$ cat config.mk
export PLATFORM = sky130hd
export DESIGN_NAME = coarse_fine_focus_search_flat
export DESIGN_NICKNAME = d
export VERILOG_FILES = /design/src/hw/rtl/cffs_pkg.sv /design/src/hw/rtl/cffs_if.sv /design/src/hw/rtl/coarse_fine_focus_search.sv /design/src/flat_wrapper.sv
export SDC_FILE = /design/constraint.sdc
export NUM_CORES = 1
export LEC_CHECK = 0
export BUFFER_PORTS_ARGS = -buffer_cell sky130_fd_sc_hd__buf_2
export CAP_MARGIN = 15
export CORE_ASPECT_RATIO = 1.75
export CORE_MARGIN = 2
export CORE_UTILIZATION = 56
export CTS_BUF_LIST = sky130_fd_sc_hd__clkbuf_2
export DETAILED_ROUTE_END_ITERATION = 8
export PLACE_DENSITY = 0.85
export SYNTH_ARGS = -nofsm -noshare
export SYNTH_HDL_FRONTEND = slang
export SYNTH_SLANG_ARGS = --single-unit
$ cat constraint.sdc
create_clock -name clk_i -period 3.25 [get_ports clk_i]
set_input_delay 0.4875 -clock clk_i [delete_from_list [all_inputs] [get_ports clk_i]]
set_output_delay 0.4875 -clock clk_i [all_outputs]
set_load 0.05 [all_outputs]
$ cat src/hw/rtl/cffs_pkg.sv
// Package for the coarse/fine focus search block: field widths, phase and
// fine-scan mode types, scan constants and the fine-position function.
// No dependencies.
package cffs_pkg;

  localparam int POS_W   = 8;
  localparam int SCORE_W = 16;
  localparam int STEP_W  = 8;

  localparam int FOCUS_MAX_DEF   = 255;
  localparam int FINE_POINTS_DEF = 10;

  // Widest fine index the parameter range can need (FINE_POINTS up to 16).
  localparam int FINE_IDX_MAX_W = 5;

  localparam logic [POS_W-1:0] STEP_RESET = 8'd10;

  // Edges that select the fine-scan window and the window bases.
  localparam logic [POS_W-1:0] HIGH_EDGE  = 8'd247;
  localparam logic [POS_W-1:0] LOW_EDGE   = 8'd8;
  localparam logic [9:0]       HIGH_BASE  = 10'd240;
  localparam logic [9:0]       LOW_BASE   = 10'd1;
  localparam logic [9:0]       MID_BELOW  = 10'd6;
  localparam logic [9:0]       MID_ABOVE  = 10'd5;
  localparam logic [FINE_IDX_MAX_W-1:0] MID_SKIP = 5'd6;
  localparam logic [9:0]       POS_SAT    = 10'd255;

  typedef enum logic [1:0] {
    PH_IDLE   = 2'd0,
    PH_COARSE = 2'd1,
    PH_FINE   = 2'd2,
    PH_DONE   = 2'd3
  } phase_e;

  typedef enum logic [1:0] {
    MODE_MID  = 2'd0,
    MODE_HIGH = 2'd1,
    MODE_LOW  = 2'd2
  } fine_mode_e;

  // Position of fine point i. Around the middle the centre itself is
  // skipped; the sum saturates at the top of the 8-bit range.
  function automatic logic [POS_W-1:0] fine_point(fine_mode_e mode,
                                                   logic [POS_W-1:0] origin,
                                                   logic [FINE_IDX_MAX_W-1:0] i);
    logic [9:0] p;
    case (mode)
      MODE_HIGH: p = HIGH_BASE + {5'd0, i};
      MODE_LOW:  p = LOW_BASE + {5'd0, i};
      default: begin
        if (i < MID_SKIP) begin
          p = {2'd0, origin} + {5'd0, i} - MID_BELOW;
        end else begin
          p = {2'd0, origin} + {5'd0, i} - MID_ABOVE;
        end
      end
    endcase
    if (p > POS_SAT) begin
      p = POS_SAT;
    end
    return p[POS_W-1:0];
  endfunction

endpackage

$ cat src/hw/rtl/cffs_if.sv
// Channel interfaces of the focus search block: request, result and
// configuration write. Depends on cffs_pkg for the field widths.
interface cffs_req_if;
  logic                          valid;
  logic                          ready;
  logic                          req_type;
  logic [cffs_pkg::SCORE_W-1:0]  sharpness;
  modport source (output valid, output req_type, output sharpness, input ready);
  modport sink   (input valid, input req_type, input sharpness, output ready);
endinterface

interface cffs_res_if;
  logic                          valid;
  logic                          ready;
  logic [cffs_pkg::POS_W-1:0]    focus_value;
  logic                          done_res;
  logic [cffs_pkg::SCORE_W-1:0]  best_score;
  modport source (output valid, output focus_value, output done_res,
                  output best_score, input ready);
  modport sink   (input valid, input focus_value, input done_res,
                  input best_score, output ready);
endinterface

interface cffs_cfg_if;
  logic                          valid;
  logic                          ready;
  logic [cffs_pkg::STEP_W-1:0]   data;
  modport source (output valid, output data, input ready);
  modport sink   (input valid, input data, output ready);
endinterface

$ cat src/hw/rtl/coarse_fine_focus_search.sv
// Top level of the coarse-to-fine autofocus search sequencer.
// Depends on cffs_pkg and the channel interfaces in cffs_if.sv.
//
//   channel  port    dir  payload                              transfer when
//   request  req_i   in   req_type, sharpness                  valid && ready
//   result   res_o   out  focus_value, done_res, best_score    valid && ready
//   config   cfg_i   in   data (coarse_step)                   valid && ready
//
// Every request produces exactly one result: it waits in the input register,
// then the search state and the result register update together when it
// moves on. One request per cycle is sustained while the result side is
// ready; the state update between the input register and the result
// register is the only loop. Configuration writes are always accepted
// (ready is tied high).
// Reset (rst_ni low, asynchronous) empties both registers, sets the coarse
// step to 10 and clears the search state to idle at position 0.
// A stalled result holds; a new request still enters the input register,
// and the request side stalls only once that register is also full.
module coarse_fine_focus_search #(
  parameter int FOCUS_MAX   = cffs_pkg::FOCUS_MAX_DEF,
  parameter int FINE_POINTS = cffs_pkg::FINE_POINTS_DEF
) (
  input  logic      clk_i,
  input  logic      rst_ni,
  cffs_req_if.sink  req_i,
  cffs_res_if.source res_o,
  cffs_cfg_if.sink  cfg_i
);

  localparam int POS_W   = cffs_pkg::POS_W;
  localparam int SCORE_W = cffs_pkg::SCORE_W;
  localparam int IDX_W   = $clog2(FINE_POINTS + 1);
  // Positions are 8 bits wide, so the coarse sweep never passes 255.
  localparam int LIMIT   = (FOCUS_MAX > 255) ? 255 : FOCUS_MAX;

  // Configuration register.
  logic [cffs_pkg::STEP_W-1:0] step_q;

  // Input register.
  logic               in_vld_q;
  logic               req_type_q;
  logic [SCORE_W-1:0] sharp_q;

  // Search state.
  cffs_pkg::phase_e     phase_q, phase_d;
  cffs_pkg::fine_mode_e mode_q, mode_d;
  logic [POS_W-1:0]     cur_q, cur_d;
  logic [POS_W-1:0]     best_pos_q, best_pos_d;
  logic [SCORE_W-1:0]   best_val_q, best_val_d;
  logic [IDX_W-1:0]     idx_q, idx_d;
  logic [POS_W-1:0]     origin_q, origin_d;

  // Result register.
  logic               out_vld_q;
  logic [POS_W-1:0]   out_pos_q;
  logic               out_done_q;
  logic [SCORE_W-1:0] out_best_q;
  logic               done_d;

  logic move;
  logic req_ready;

  // Helper values of the update.
  logic [POS_W-1:0]   step_eff;
  logic [POS_W:0]     next_pos;
  logic               beats;
  logic [POS_W-1:0]   cred_pos;
  logic [SCORE_W-1:0] cred_val;
  logic [IDX_W-1:0]   idx_inc;
  cffs_pkg::fine_mode_e new_mode;

  // The head item moves into the result register whenever that register is
  // empty or its contents transfer in this cycle.
  assign move      = in_vld_q && (!out_vld_q || res_o.ready);
  assign req_ready = !in_vld_q || move;
  assign req_i.ready = req_ready;
  assign cfg_i.ready = 1'b1;

  assign res_o.valid       = out_vld_q;
  assign res_o.focus_value = out_pos_q;
  assign res_o.done_res    = out_done_q;
  assign res_o.best_score  = out_best_q;

  // A score is credited to the last commanded position when it strictly
  // beats the best so far.
  assign beats    = sharp_q > best_val_q;
  assign cred_pos = beats ? cur_q : best_pos_q;
  assign cred_val = beats ? sharp_q : best_val_q;

  // A zero step would stall the sweep, so it counts as one.
  assign step_eff = (step_q == '0) ? {{(POS_W-1){1'b0}}, 1'b1} : step_q;
  assign next_pos = {1'b0, cur_q} + {1'b0, step_eff};
  assign idx_inc  = idx_q + {{(IDX_W-1){1'b0}}, 1'b1};

  // The fine window follows the coarse best: pinned at either end of the
  // range, centred on it elsewhere.
  always_comb begin
    if (cred_pos >= cffs_pkg::HIGH_EDGE) begin
      new_mode = cffs_pkg::MODE_HIGH;
    end else if (cred_pos <= cffs_pkg::LOW_EDGE) begin
      new_mode = cffs_pkg::MODE_LOW;
    end else begin
      new_mode = cffs_pkg::MODE_MID;
    end
  end

  // Next phase.
  always_comb begin
    phase_d = phase_q;
    if (!req_type_q) begin
      phase_d = cffs_pkg::PH_COARSE;
    end else begin
      case (phase_q)
        cffs_pkg::PH_COARSE: begin
          if (next_pos > (POS_W+1)'(LIMIT)) begin
            phase_d = cffs_pkg::PH_FINE;
          end
        end
        cffs_pkg::PH_FINE: begin
          if (idx_inc >= IDX_W'(FINE_POINTS)) begin
            phase_d = cffs_pkg::PH_DONE;
          end
        end
        default: phase_d = phase_q;
      endcase
    end
  end

  // Datapath and result of the update.
  always_comb begin
    cur_d      = cur_q;
    best_pos_d = best_pos_q;
    best_val_d = best_val_q;
    idx_d      = idx_q;
    origin_d   = origin_q;
    mode_d     = mode_q;
    done_d     = 1'b0;
    if (!req_type_q) begin
      cur_d      = '0;
      best_pos_d = '0;
      best_val_d = '0;
      idx_d      = '0;
    end else begin
      case (phase_q)
        cffs_pkg::PH_COARSE: begin
          best_pos_d = cred_pos;
          best_val_d = cred_val;
          if (next_pos <= (POS_W+1)'(LIMIT)) begin
            cur_d = next_pos[POS_W-1:0];
          end else begin
            origin_d = cred_pos;
            mode_d   = new_mode;
            idx_d    = '0;
            cur_d    = cffs_pkg::fine_point(new_mode, cred_pos, '0);
          end
        end
        cffs_pkg::PH_FINE: begin
          best_pos_d = cred_pos;
          best_val_d = cred_val;
          idx_d      = idx_inc;
          if (idx_inc < IDX_W'(FINE_POINTS)) begin
            cur_d = cffs_pkg::fine_point(mode_q, origin_q,
                                         cffs_pkg::FINE_IDX_MAX_W'(idx_inc));
          end else begin
            cur_d  = cred_pos;
            done_d = 1'b1;
          end
        end
        cffs_pkg::PH_DONE: begin
          cur_d  = best_pos_q;
          done_d = 1'b1;
        end
        default: begin
          // A report while idle is ignored.
        end
      endcase
    end
  end

  always_ff @(posedge clk_i or negedge rst_ni) begin
    if (!rst_ni) begin
      step_q     <= cffs_pkg::STEP_RESET;
      in_vld_q   <= 1'b0;
      out_vld_q  <= 1'b0;
      phase_q    <= cffs_pkg::PH_IDLE;
      mode_q     <= cffs_pkg::MODE_MID;
      cur_q      <= '0;
      best_pos_q <= '0;
      best_val_q <= '0;
      idx_q      <= '0;
      origin_q   <= '0;
    end else begin
      if (cfg_i.valid) begin
        step_q <= cfg_i.data;
      end
      if (req_ready) begin
        in_vld_q <= req_i.valid;
      end
      if (move) begin
        out_vld_q  <= 1'b1;
        phase_q    <= phase_d;
        mode_q     <= mode_d;
        cur_q      <= cur_d;
        best_pos_q <= best_pos_d;
        best_val_q <= best_val_d;
        idx_q      <= idx_d;
        origin_q   <= origin_d;
      end else if (res_o.ready) begin
        out_vld_q <= 1'b0;
      end
    end
  end

  // Payload registers carry no reset.
  always_ff @(posedge clk_i) begin
    if (req_ready && req_i.valid) begin
      req_type_q <= req_i.req_type;
      sharp_q    <= req_i.sharpness;
    end
    if (move) begin
      out_pos_q  <= cur_d;
      out_done_q <= done_d;
      out_best_q <= best_val_d;
    end
  end

  // A result marked done only leaves once the search has finished.
  assert property (@(posedge clk_i) disable iff (!rst_ni)
    out_vld_q && out_done_q |-> phase_q == cffs_pkg::PH_DONE)
    else $error("done result while search not finished");

  // The fine counter stays inside the window during the fine sweep.
  assert property (@(posedge clk_i) disable iff (!rst_ni)
    phase_q == cffs_pkg::PH_FINE |-> idx_q < IDX_W'(FINE_POINTS))
    else $error("fine index outside the window");

  // A window pinned at the top end only commands positions in that end.
  assert property (@(posedge clk_i) disable iff (!rst_ni)
    phase_q == cffs_pkg::PH_FINE && mode_q == cffs_pkg::MODE_HIGH
    |-> cur_q >= POS_W'(cffs_pkg::HIGH_BASE))
    else $error("high-end fine position below its base");

  // The request side stalls only while the input register is held.
  assert property (@(posedge clk_i) disable iff (!rst_ni)
    !req_ready |-> in_vld_q && out_vld_q && !res_o.ready)
    else $error("request stalled without a full pipeline");

endmodule

$ cat src/flat_wrapper.sv
// flat-port wrapper written by rule: the top's interface ports become plain ports
module coarse_fine_focus_search_flat 
#(
  parameter int FOCUS_MAX   = cffs_pkg::FOCUS_MAX_DEF,
  parameter int FINE_POINTS = cffs_pkg::FINE_POINTS_DEF
)
  (clk_i, rst_ni, req_i_valid, req_i_req_type, req_i_sharpness, req_i_ready, res_o_valid, res_o_focus_value, res_o_done_res, res_o_best_score, res_o_ready, cfg_i_valid, cfg_i_data, cfg_i_ready);
  cffs_req_if req_i_i ();
  cffs_res_if res_o_i ();
  cffs_cfg_if cfg_i_i ();
  input  logic clk_i;
  input  logic rst_ni;
  input wire logic [$bits(req_i_i.valid)-1:0] req_i_valid;
  input wire logic [$bits(req_i_i.req_type)-1:0] req_i_req_type;
  input wire logic [$bits(req_i_i.sharpness)-1:0] req_i_sharpness;
  output wire logic [$bits(req_i_i.ready)-1:0] req_i_ready;
  output wire logic [$bits(res_o_i.valid)-1:0] res_o_valid;
  output wire logic [$bits(res_o_i.focus_value)-1:0] res_o_focus_value;
  output wire logic [$bits(res_o_i.done_res)-1:0] res_o_done_res;
  output wire logic [$bits(res_o_i.best_score)-1:0] res_o_best_score;
  input wire logic [$bits(res_o_i.ready)-1:0] res_o_ready;
  input wire logic [$bits(cfg_i_i.valid)-1:0] cfg_i_valid;
  input wire logic [$bits(cfg_i_i.data)-1:0] cfg_i_data;
  output wire logic [$bits(cfg_i_i.ready)-1:0] cfg_i_ready;
  assign req_i_i.valid = req_i_valid;
  assign req_i_i.req_type = req_i_req_type;
  assign req_i_i.sharpness = req_i_sharpness;
  assign req_i_ready = req_i_i.ready;
  assign res_o_valid = res_o_i.valid;
  assign res_o_focus_value = res_o_i.focus_value;
  assign res_o_done_res = res_o_i.done_res;
  assign res_o_best_score = res_o_i.best_score;
  assign res_o_i.ready = res_o_ready;
  assign cfg_i_i.valid = cfg_i_valid;
  assign cfg_i_i.data = cfg_i_data;
  assign cfg_i_ready = cfg_i_i.ready;
  coarse_fine_focus_search #(.FOCUS_MAX(FOCUS_MAX), .FINE_POINTS(FINE_POINTS)) u_core (.clk_i(clk_i), .rst_ni(rst_ni), .req_i(req_i_i), .res_o(res_o_i), .cfg_i(cfg_i_i));
endmodule
### Yosys cells after proc, flatten, opt, wreduce, memory -nomap -nowiden

Cells that the tools add are included.

* flip-flop bits (word level): 100
* input bits: 30
* output and inout bits: 28

* $add $sub $neg: 8
* $lt $le $gt $ge: 10
* equal/unequal tests: 12
* mux-type cells: 35
* bitwise gates (word level): 1
* reduce and logical (&&, ||, !) cells: 13

Operators by type and width (count)
* $mux 8: 9
* $mux 10: 7
* $mux 16: 3
* $pmux 10 s2: 2
* $pmux 8 s3: 1
* $gt 10x8->1 const B: 2
* $sub 10x3->10 const B: 2
* $gt 16x16->1: 1
* $ne 3x3->1 const B: 4
* $mux 2: 5
* $add 8x4->9: 1
* $add 8x4->9 const A: 1
* $add 8x8->9: 1
* $gt 9x8->1 const B: 1
* $le 9x8->1 const B: 1
* $sub 8x3->9 const B: 1
* $eq 2x2->1 const B: 4
* $ge 8x8->1 const B: 1
* $le 8x4->1 const B: 1
* $logic_not 8->1: 1
* $mux 4: 2
* $pmux 4 s2: 1
* $reduce_and 4->1: 2
* $eq 2x1->1 const B: 3
* other kinds (17): 22

### Logic depth before layout (Yosys ltp)

* depth in word-level cells: 15
* depth in mapped cells: 15
* mapped depth without buffers: 15

### Worst setup path after synthesis

Ideal clock, no wire load.

* path kind: register to register
* start point: register u_core.idx_q[0]
* end point: register u_core.out_pos_q[1] (netlist: u_core.res_o.focus_value[1]) (data pin)
* setup time: 256 ps
* arrival time: 3290 ps
* required time: 2994 ps
* path slack: -296 ps
* stages on the path, launching flop included: 12
* path buffers: 0
* period minus slack after synthesis: 3546 ps
* cells stage by stage: dfrtp_1 > inv_1 > ha_1 > fa_1 > ha_1 > nor2_1 > mux2_4 > or3_4 > a21oi_4 > o221ai_2 > a311o_1 > o211a_1

* longest elaborated chain between the ends: 13
* elaborated cells on any way between the ends: 18
* those cells by class: add/sub: 6; order compare: 3; mux: 9

Ends and longest elaborated chain
* start, declared: line coarse_fine_focus_search.sv:50 `logic [IDX_W-1:0] idx_q, idx_d;`
* start signal, assigned: line coarse_fine_focus_search.sv:206 `idx_q <= idx_d;`
* $add 4x1->4 (*): line coarse_fine_focus_search.sv:93 `assign idx_inc = idx_q + {{(IDX_W-1){1'b0}}, 1'b1};`
* $add 8x4->9: line cffs_pkg.sv:52, cffs_pkg.sv:54
* $sub 10x3->10, on equally long branches: line cffs_pkg.sv:54, cffs_pkg.sv:52
* $mux 10: line cffs_pkg.sv:51 `if (i < MID_SKIP) begin`
* $pmux 10 s2: line cffs_pkg.sv:47 `case (mode)`
* $mux 10: line coarse_fine_focus_search.sv:161 `if (idx_inc < IDX_W'(FINE_POINTS)) begin`
* $mux 10: line coarse_fine_focus_search.sv:144 `case (phase_q)`
* $mux 10: line coarse_fine_focus_search.sv:138 `if (!req_type_q) begin`
* $gt 10x8->1: line cffs_pkg.sv:58 `if (p > POS_SAT) begin`
* $mux 8: line cffs_pkg.sv:58
* $mux 8 (*): line coarse_fine_focus_search.sv:161
* $pmux 8 s3 (*): line coarse_fine_focus_search.sv:144
* $mux 8 (*): line coarse_fine_focus_search.sv:138
* via u_core.cur_d[1]: line coarse_fine_focus_search.sv:47 `logic [POS_W-1:0] cur_q, cur_d;`
* end signal, assigned: line coarse_fine_focus_search.sv:221 `out_pos_q <= cur_d;`
* end, declared: line coarse_fine_focus_search.sv:55 `logic [POS_W-1:0] out_pos_q;`

The timed path passes the listed nets; every way through them passes the cells marked *. The select of a mux whose other input is x is not followed.
A chain may end at the register's enable or synchronous reset.

### Final worst setup path

* start point: register u_core.idx_q[1]
* end point: register u_core.out_pos_q[1] (netlist: u_core.res_o.focus_value[1]) (data pin)

The elaborated chain is that of the path after synthesis.

==> results.toml <==
[status]
outcome = "finished, violations left"
violations = "negative setup slack"

[timing]
max_freq_mhz = 298
slew_violations = 0
skew_ps = 55.4
rsz0062_at_grt = "true"
setup_tns_ps = -641
finalCritPeriodShare_pct = 103
whs_ps = 42.3
maxSlewHeadroom_pct = 46.8
setup_ws_ps = -104
tightest_slew_ps = 798
setup-violations-final = 13
finalCriticalPeriod_ps = 3350
finalHoldViolCount = 0

[synthesis]
async_flop_share_pct = 58.0
synth.cell_area_sq_um = 6280
synthMuxAreaShare_pct = 6.32
syn-num-nets = 701
yosysWarnings = 0
synth-main-ff-cell = "dfrtp_1"
yosysTopAreaCell = "dfrtp_1"
synth.area.top_cells = "dfrtp_1 (22%), edfxtp_1 (20%), ha_1 (8.0%), mux2i_1 (4.5%), a21oi_1 (3.3%)"
synth_xor_area_share_pct = 3.51
syn_inst = 629
synth_edf_count = 42
yosysUniqueCellTypes = 77
synth_compound_area_share_pct = 19.5
avgSynthCellArea_sq_um = 9.98
synth-simple-area-share_pct = 13.7
synth_top_area_share_pct = 22.3
ys_ff_latch = 100
synth_fa_ha_area_share_pct = 8.61
synth.yosys.seq_area_share_pct = 43.3
synth_top_family_by_area = "compound AO/OA/AOI/OAI gates"

[cts]
cts_tree = "done"
cts.sinks = 100
clk_pin_slew_ps = 290
cts_buffers = 9
root_buffer = "clkbuf_2"
worstSkewPairLatency_ps = 640
clockBufferDepth = 2
htreeDepth = 3

[worst_setup_path]
crit_arrival_ps = 3780
timing.rr.end = "u_core.res_o.focus_value[1]$_DFFE_PP_"
worstPathMaxFanout = 6
cp.required_ps = 3680
rr_startpoint = "u_core.idx_q[1]$_DFFE_PN0P_"
crit_path_frequent_cell = "ha_4"
max_stage_delay_ps = 520
rr_worst_depth = 13
cp_slowest_cell = "dfrtp_2"
path_cells = "ha_4, xnor2_4, inv_2, ha_4, buf_6, a21oi_1, and3_1, nor2_1, or3_4, a21oi_4, o221ai_2, a311o_1, o211a_1"
ff2ff_setup_slack_ps = -100
worst-setup-path-type = "reg2reg"
endpoint_kind = "flip-flop"
crit_path_start_kind = "flip-flop"
cp-startpoint = "u_core.idx_q[1]$_DFFE_PN0P_"

[detailed_routing]
routed_wl_mm = 17.7
drt-wirelength-per-cell_um = 20.3
num_vias = 5560
drcViolationCount = 0
viasPerCell = 6.37
first_pass_iters = 5
drt_iter0_markers = 328
ant_nets = 0

[placement]
dp_cells = 832
io_buffers = 56
place_area_sq_um = 7040
hpwl_mm = 13.1
gp_congestion = 1.00

[pwr]
leakagePower_nw = 3.29
ir_drop_v = 0.000683
p_per_area_nw_per_um2 = 1010
totalPowerFinal_mw = 7.64

[finish]
multi_input_area_sq_um = 3510
fill_cells = 813
area.sequential_sq_um = 2720
syn_to_final_growth_pct = 20.2
final_area_sq_um = 7550
stdcell_count = 873
final_common_cell = "buf_4"
drive_above_1_share_pct = 27.6
final_nets = 807
final_cell_mix = "buf_4 (64), buf_2 (56), dfrtp_1 (54), nor2_1 (52), nand2_1 (46)"

[floorplanning]
die_width_um = 84.0
start_util_pct = 56.9
fp.coreArea_sq_um = 11000
rows = 51
die_h_um = 144
dieArea_sq_um = 12100
pin_count = 58

[global_route]
grt_usage_pct = 29.4
grt_pass1_wl_mm = 27.6
grt_pass1_vias = 5774
grt_max_degree = 40
antenna_found_initial = 1
grt_overflow = 0

[flow_run]
max_cap_violations = 0

[hold_path]
min-delay-start = "req_i_req_type"
whs_path_depth = 1
worstHoldPathType = "in2reg"
holdPathEnd = "u_core.req_type_q$_DFFE_PP_"
## kinds of logic (layout without fill, tap and decap cells)
group | Yosys count | after routing
DFF | 100 | 100
buffers and inverters | 78 | 188
AOI/OAI and AO/OA | 171 | 172
other | 1 | 2
xor gates and xnor gates | 23 | 23
adders and majority gates | 42 | 42
muxes | 38 | 38
and+or+nand+nor | 176 | 176
## stage by stage
| stage | setup WS, ps | util, % |
|---|---|---|
| 3_3_place_gp | -181 | 63.8 |
| 5_1_grt | -225 | 68.4 |
| 6_report | -104 | 68.4 |
| 4_1_cts | -82.0 | 65.9 |
| 2_1_floorplan | -8.50 | - |
| 3_5_place_dp | -216 | 63.8 |
## repair_timing
item	in CTS	in global routing
gates cloned	0	1
hold endpoints to repair	23	7
hold buffers	1	7
pin swaps	9	19
gates resized for setup	14	22
buffers inserted	7	8
setup endpoints to repair	15	25
## final cells by class
cell class	count	share of cell area, %
diodes	1	0.0332
flip-flops and latches	100	36.0
multi-input cells	452	46.5
inverters	41	2.07
well taps	132	2.19
clock inverters	7	0.879
clock buffers	9	0.597
repair buffers	131	11.7
## how the worst max path moves through the flow
stage	to	depth (start not counted)
2_1_floorplan	u_core.res_o.focus_value[1]$_DFFE_PP_	11
6_report	u_core.res_o.focus_value[1]$_DFFE_PP_	13
3_5_place_dp	u_core.cur_q[7]$_DFFE_PN0P_	13
5_1_grt	u_core.res_o.focus_value[1]$_DFFE_PP_	13
4_1_cts	u_core.res_o.focus_value[5]$_DFFE_PP_	14
3_3_place_gp	u_core.res_o.focus_value[0]$_DFFE_PP_	12
## sequential cells by signal, summed over array words and instances, names as in the netlist, 4 cells and up
| register | cells |
|---|---|
| u_core.step_q | 8 |
| u_core.best_val_q | 16 |
| u_core.res_o.best_score | 16 |
| u_core.idx_q | 4 |
| u_core.origin_q | 8 |
| u_core.best_pos_q | 8 |
| u_core.cur_q | 8 |
| u_core.res_o.focus_value | 8 |
| u_core.sharp_q | 16 |
## report_power, final
group / switching (mW) / internal, mW / leakage, nW
Combinational: 2.84 / 2.14 / 2.08
Sequential: 0.374 / 1.70 / 1.15
Clock: 0.461 / 0.122 / 0.0645
## synthesized netlist by cell type, drive strengths merged (3+ instances only)
library cell and n:
dfrtp 56, nor2 54, nand2 47, a21oi 43
edfxtp 42, ha 40, inv 40, clkbuf 32
mux2i 28, o21ai 27, o31ai 20, xor2 12
nor3 11, xnor2 11, mux2 10, nand4 9
a21o 8, a22o 8, nand3 8, a31oi 7
and2 7, nor4 7, o211ai 7, or3 7
nand2b 6, and3 5, buf 5, o21a 5
o221ai 5, a221oi 4, a22oi 4, o211a 4
a211oi 3, a21boi 3, nand3b 3, nor2b 3
nor3b 3, o221a 3, o22ai 3
## worst max-delay path: cells and delay by family (launching register included)
kind                     cells  cell delay, ps
buffers and inverters        2             200
AND/OR/NAND/NOR              3             710
flip-flops                   1             520
XOR/XNOR                     1             160
AO/OA/AOI/OAI                5            1120
adder cells (fa/ha/maj)      2             450
## routing by layer
metal / share of wire [%] / GRT usage, %
met3: 4.7 / 4.45
met1: 34 / 29.2
met4: 8.3 / 22.5
met2: 52 / 54.0
met5: 0 / 0
Power figures use the tool's default switching activity.
